File: config.mk
export PLATFORM = sky130hd
export DESIGN_NAME = crle_ram
export DESIGN_NICKNAME = d
export VERILOG_FILES = /design/src/design/crle_ram.sv
export SDC_FILE = /design/constraint.sdc
export NUM_CORES = 1
export LEC_CHECK = 0
export ABC_AREA = 1
export ABC_CLOCK_PERIOD_IN_PS = 4700
export BUFFER_PORTS_ARGS = -buffer_cell sky130_fd_sc_hd__buf_2
export CORE_MARGIN = 1.5
export CORE_UTILIZATION = 55
export CTS_CLUSTER_SIZE = 14
export DETAILED_ROUTE_END_ITERATION = 8
export PLACE_DENSITY_LB_ADDON = 0.12
export SYNTH_ARGS = -nofsm -noshare
export SYNTH_HDL_FRONTEND = slang
export SYNTH_SLANG_ARGS = --single-unit
File: constraint.sdc
create_clock -name clk -period 4.7 [get_ports clk]
set_input_delay 0.47 -clock clk [delete_from_list [all_inputs] [get_ports clk]]
set_output_delay 0.47 -clock clk [all_outputs]
set_load 0.02 [all_outputs]
File: src/design/crle_ram.sv
`default_nettype none
// ----------------------------------------------------------------------------
// crle_ram
// generic single-write, single-read ram with registered read data
// ----------------------------------------------------------------------------
module crle_ram #(
	parameter int WIDTH = 48,
	parameter int DEPTH = 8
) (
	input  wire logic                     clk,
	input  wire logic                     we,
	input  wire logic [$clog2(DEPTH)-1:0] waddr,
	input  wire logic [WIDTH-1:0]         wdata,
	input  wire logic                     re,
	input  wire logic [$clog2(DEPTH)-1:0] raddr,
	output logic      [WIDTH-1:0]         rdata
);

	logic [WIDTH-1:0] mem [DEPTH];

	always_ff @(posedge clk) begin
		if (we)
			mem[waddr] <= wdata;
	end

	always_ff @(posedge clk) begin
		if (re)
			rdata <= mem[raddr];
	end

endmodule
`default_nettype wire

==> results of run 1 <==
-- cell usage in the layout (no fill, tap or decap), types with 6 or more instances in the layout --
cell | Yosys | final
buf_2 | 50 | 102
buf_4 | 6 | 18
clkbuf_1 | 11 | 11
clkbuf_16 | 0 | 47
clkinv_1 | 0 | 9
clkinv_2 | 0 | 6
edfxtp_1 | 432 | 432
inv_1 | 388 | 387
nand2_1 | 630 | 630
nand3_1 | 192 | 192
nor2_4 | 0 | 8
-- stage by stage --
step,hold WS (ns),area [sq um]
2_1_floorplan,0.569,18200
3_3_place_gp,0.680,19100
3_5_place_dp,0.686,19100
4_1_cts,0.171,20500
5_1_grt,0.195,20500
6_report,0.199,20500
-- kinds of logic (layout without fill, tap and decap cells) --
group / Yosys count / after routing / synth area share (%)
other: 0 / 2 / 0
flip-flops: 432 / 432 / 71.5
buffers and inverters: 463 / 593 / 10.0
AND/OR/NAND/NOR: 830 / 830 / 18.5
-- cell usage after synthesis --
library cell / number / area, sq um
nand2_1: 630 / 2360
edfxtp_1: 432 / 13000
inv_1: 388 / 1460
nand3_1: 192 / 961
buf_2: 50 / 250
clkbuf_1: 11 / 41.3
nor2_1: 8 / 30.0
buf_1: 6 / 22.5
buf_4: 6 / 45.0
inv_2: 2 / 7.51
-- sequential cells by signal (all words and copies together), names as in the netlist --
register,flops
rdata,48
mem,384
-- cell type report --
cell class                      count  share of cell area (%)
Sequential cell                   432                    63.2
Multi-Input combinational cell    830                    16.6
Inverter                          390                    7.16
Clock buffer                       58                    5.93
Timing Repair Buffer              123                    3.39
Tap cell                          442                    2.69
Clock inverter                     22                    1.03
Antenna cell                        2                  0.0244
-- where the power goes --
group / total [mW] / internal, mW / switching [mW]
Sequential: 4.44 / 4.40 / 0.0366
Combinational: 0.540 / 0.151 / 0.389
Clock: 3.44 / 2.04 / 1.40
Total: 8.42 / 6.60 / 1.82
-- per-layer routing --
layer	vias up	part of all wire (%)	wire length [um]	GRT usage (%)
li1	5593	-	-	-
met1	5268	42	15700	29.2
met2	306	49	18100	39.3
met3	69	6.9	2580	4.05
met4	2	2.1	796	6.80
met5	-	0.019	7	0
-- path summary, 6_finish.rpt --
kind | endpoint | slack [ns] | depth (start not counted)
worst min-delay path | mem[6][31]$_DFFE_PP_ | 0.20 | 1
worst min register to register | rdata[14]$_DFFE_PP_ | 0.70 | 6
worst max register to register | rdata[19]$_DFFE_PP_ | 3.64 | 6
worst max-delay path | rdata[47]$_DFFE_PP_ | 2.19 | 8
==> results_dict.tcl, run 1 <==
set metrics [dict create \
    status "complete, no violations" \
    die_w_um 185 \
    drcViolationCount 0 \
    syn_nets 1782 \
    drt-pass1-iter-count 5 \
    holdBufCountCts 0 \
    clock_latency_ns 0.54 \
    place_ws_ns 1.68 \
    grt_setup_unrepaired "false" \
    cts_root_buf "clkbuf_16" \
    htree_num_levels 2 \
    cp.required_ns 4.99 \
    grt_pass1_wl_mm 58.4 \
    ys_types 10 \
    critPathMaxStageDelay_ns 0.65 \
    dp_cells 2217 \
    syn_to_final_growth_pct 13.2 \
    cp_max_fo 78 \
    hold_start "wdata[31]" \
    vdd.ir_drop.worst_mv 0.307 \
    syn-instance-count 1725 \
    yosys_warnings 0 \
    finalSetupViolCount 0 \
    multi_input_area_sq_um 3420 \
    p_total_mw 8.42 \
    dieArea_sq_um 34100 \
    syn_avg_cell_area_sq_um 10.5 \
    grt_pass1_vias 10900 \
    hpwl_mm 19.2 \
    die_h_um 185 \
    startpoint "raddr[0]" \
    worstReg2RegStart "mem[3][19]$_DFFE_PP_" \
    rows 66 \
    end_kind "flip-flop" \
    leakagePower_nw 9.33 \
    drive_gt1_share_pct 10.5 \
    antenna_found_initial 3 \
    layout_setup_ws_ns 2.19 \
    fin_crit_sh_pct 53.4 \
    finalHoldViolCount 0 \
    antenna_left 0 \
    totalWireLength_mm 37.2 \
    cts.reportedPaths.clkPinSlew_ns 0.06 \
    seq_area_sq_um 13000 \
    cts_setup_buffers 0 \
    tightest_slew_ns 0.969 \
    filler_cell_count 2619 \
    ys_seq_area_share_pct 71.5 \
    path_common_cell "nand2_1" \
    cts_resized 0 \
    fin_worst_skew_ns 0.0146 \
    tritoncts "done" \
    grt-ovfl-total 0 \
    fin_tns_setup_ns 0 \
    nets 1879 \
    grt_max_degree 119 \
    critPathKind "input port to flip-flop" \
    ys_ff_latch 432 \
    start_kind "input port" \
    slowest_stage "buf_4" \
    synth_area_sq_um 18200 \
    critPathTopFamily "buffers and inverters" \
    vias_per_cell 4.89 \
    post-route-min-period_ns 2.51 \
    port-buffer-count 104 \
    hp-class "input port to flip-flop" \
    clock_path_buffers 3 \
    crit_buf_inv 3 \
    drt_iter0_markers 817 \
    gp_congestion 0.739 \
    stdcell_count 2299 \
    start_util_pct 55.8 \
    relSlewSlack_pct 35.4 \
    worstPathArrival_ns 2.80 \
    route.detailed.wl_per_inst_um 16.2 \
    numCtsBuffers 45 \
    vias 11200 \
    pin_count 105 \
    grt_usage_pct 22.7 \
    path_cells "buf_6 > buf_4 > buf_4 > nand2_1 > nand3_1 > nand2_1 > nand2_1 > nand2_1" \
    max_freq_mhz 399 \
    finalMaxSlewViolations 0 \
    drv_cap 0 \
    fin_util_pct 63.1 \
    power_per_cell_area_nw_per_um2 410 \
    fp.coreArea_sq_um 32500 \
    cts_sinks 432 \
]
(Power assumes the default switching activity.)
==> inputs of run 2 (changes only) <==
--- a/config.mk
+++ b/config.mk
@@ -6,7 +6,7 @@
 export NUM_CORES = 1
 export LEC_CHECK = 0
 export ABC_AREA = 1
-export ABC_CLOCK_PERIOD_IN_PS = 4700
+export ABC_CLOCK_PERIOD_IN_PS = 2100
 export BUFFER_PORTS_ARGS = -buffer_cell sky130_fd_sc_hd__buf_2
 export CORE_MARGIN = 1.5
 export CORE_UTILIZATION = 55
==> constraint.sdc (replaced) <==
create_clock -name clk -period 2.1 [get_ports clk]
set_input_delay 0.21 -clock clk [delete_from_list [all_inputs] [get_ports clk]]
set_output_delay 0.21 -clock clk [all_outputs]
set_load 0.02 [all_outputs]
==> results_dict.tcl, run 2 (synthesis gave the netlist of run 1 again) <==
set metrics [dict create \
    rows 66 \
    drcViolationCount 0 \
    totalWireLength_mm 37.8 \
    path_cells "buf_2" \
    critPathMaxStageDelay_ns 0.46 \
    cts_setup_buffers 0 \
    largest_register_ffs 384 \
    layout_commonest_cell "nand2_1" \
    finalSetupViolCount 0 \
    end_kind "primary output" \
    pin_count 105 \
    syn_to_final_growth_pct 16.2 \
    status "complete, no violations" \
    tritoncts "done" \
    critPathTopFamily "flip-flops" \
    hp-class "input port to flip-flop" \
    antenna_found_initial 1 \
    p_total_mw 18.2 \
    cts_sinks 432 \
    finalHoldViolCount 0 \
    cp_max_fo 1 \
    top_regs "mem x384, rdata x48" \
    layout_setup_ws_ns 0.707 \
    filler_cell_count 2533 \
    hpwl_mm 19.0 \
    clock_path_buffers 3 \
    antenna_left 0 \
    fin_tns_setup_ns 0 \
    drt-pass1-iter-count 5 \
    relSlewSlack_pct 48.8 \
    vias 11400 \
    drt_iter0_markers 875 \
    gp_congestion 0.746 \
    max_freq_mhz 718 \
    regMostFlops "mem" \
    dieArea_sq_um 34100 \
    cp.required_ns 1.89 \
    startpoint "rdata[4]$_DFFE_PP_" \
    start_util_pct 55.8 \
    grt_max_degree 116 \
    leakagePower_nw 9.56 \
    grt_pass1_vias 10800 \
    hold_start "re" \
    worstReg2RegStart "mem[3][26]$_DFFE_PP_" \
    power_per_cell_area_nw_per_um2 861 \
    route.detailed.wl_per_inst_um 16.1 \
    slowest_stage "edfxtp_1" \
    place_ws_ns 0.510 \
    htree_num_levels 2 \
    critPathKind "flip-flop to primary output" \
    vdd.ir_drop.worst_mv 0.705 \
    worstPathArrival_ns 1.18 \
    die_h_um 185 \
    numCtsBuffers 45 \
    drive_gt1_share_pct 10.2 \
    multi_input_area_sq_um 3420 \
    clock_latency_ns 0.53 \
    drv_cap 0 \
    tightest_slew_ns 0.767 \
    port-buffer-count 104 \
    finalMaxSlewViolations 0 \
    cts_root_buf "clkbuf_16" \
    seq_area_sq_um 13000 \
    nets 1936 \
    fin_crit_sh_pct 66.3 \
    fin_worst_skew_ns 0.0139 \
    fp.coreArea_sq_um 32500 \
    vias_per_cell 4.86 \
    grt_usage_pct 22.9 \
    grt-ovfl-total 0 \
    finalHoldWorstSlack_ns 0.199 \
    layout_common_cells "630 x nand2_1, 432 x edfxtp_1, 387 x inv_1, 192 x nand3_1, 102 x buf_2" \
    crit_buf_inv 1 \
    die_w_um 185 \
    post-route-min-period_ns 1.39 \
    cts.reportedPaths.clkPinSlew_ns 0.05 \
    grt_pass1_wl_mm 59.1 \
    start_kind "flip-flop" \
    grt_setup_unrepaired "false" \
]
-- run 2: cell count changes in the layout (fill, tap and decap cells not counted), sizes merged --
cell / before / now
dlygate4sd3: 0 / 48
buf: 123 / 132
clkinv: 15 / 22
bufinv: 4 / 0
clkbuf: 58 / 54
clkinvlp: 2 / 0
inv: 391 / 389
diode: 2 / 1
-- run 2: per-stage QoR --
step / area [sq um] / util [%] / std cells
final: 21100 / 64.8 / 2350
after CTS: 21100 / 64.8 / 2349
after global placement: 19400 / 59.5 / 2226
after global routing: 21100 / 64.8 / 2350
after floorplan: 18200 / - / 1725
after detailed placement: 19400 / 59.5 / 2226
-- run 2: worst paths after layout --
path                            slack [ns]  cells past startpoint                  end
worst max-delay path                  0.71                      1             rdata[4]
worst min-delay path                  0.20                      1  rdata[41]$_DFFE_PP_
worst max register to register        1.06                      6  rdata[26]$_DFFE_PP_
worst min register to register        0.70                      6   rdata[8]$_DFFE_PP_
-- run 2: what timing repair did --
action | in CTS | in global routing
endpoints found under the hold margin | 384 | 0
gates resized for setup | 0 | 0
setup endpoints to repair | 0 | 0
hold buffers | 48 | 0
-- run 2: layer usage --
metal	wire length (um)	GRT usage (%)	part of all wire [%]
met1	16900	31.2	45
met2	18300	38.8	48
met3	1940	3.32	5.1
met4	745	6.24	2.0
met5	0	0	0
-- run 2: layout make-up --
| cell class | instances | share of cell area (%) |
|---|---|---|
| Sequential cell | 432 | 61.5 |
| Multi-Input combinational cell | 830 | 16.2 |
| Inverter | 390 | 6.97 |
| Timing Repair Buffer | 180 | 6.79 |
| Clock buffer | 54 | 5.50 |
| Tap cell | 442 | 2.62 |
| Clock inverter | 21 | 0.415 |
| Antenna cell | 1 | 0.0119 |
-- run 2: where the power goes --
| group | switching (mW) | internal (mW) | leakage [nW] |
|---|---|---|---|
| sequential | 0.0829 | 9.85 | 3.97 |
| clock | 3.02 | 3.88 | 0.614 |
| combinational | 0.902 | 0.435 | 4.98 |
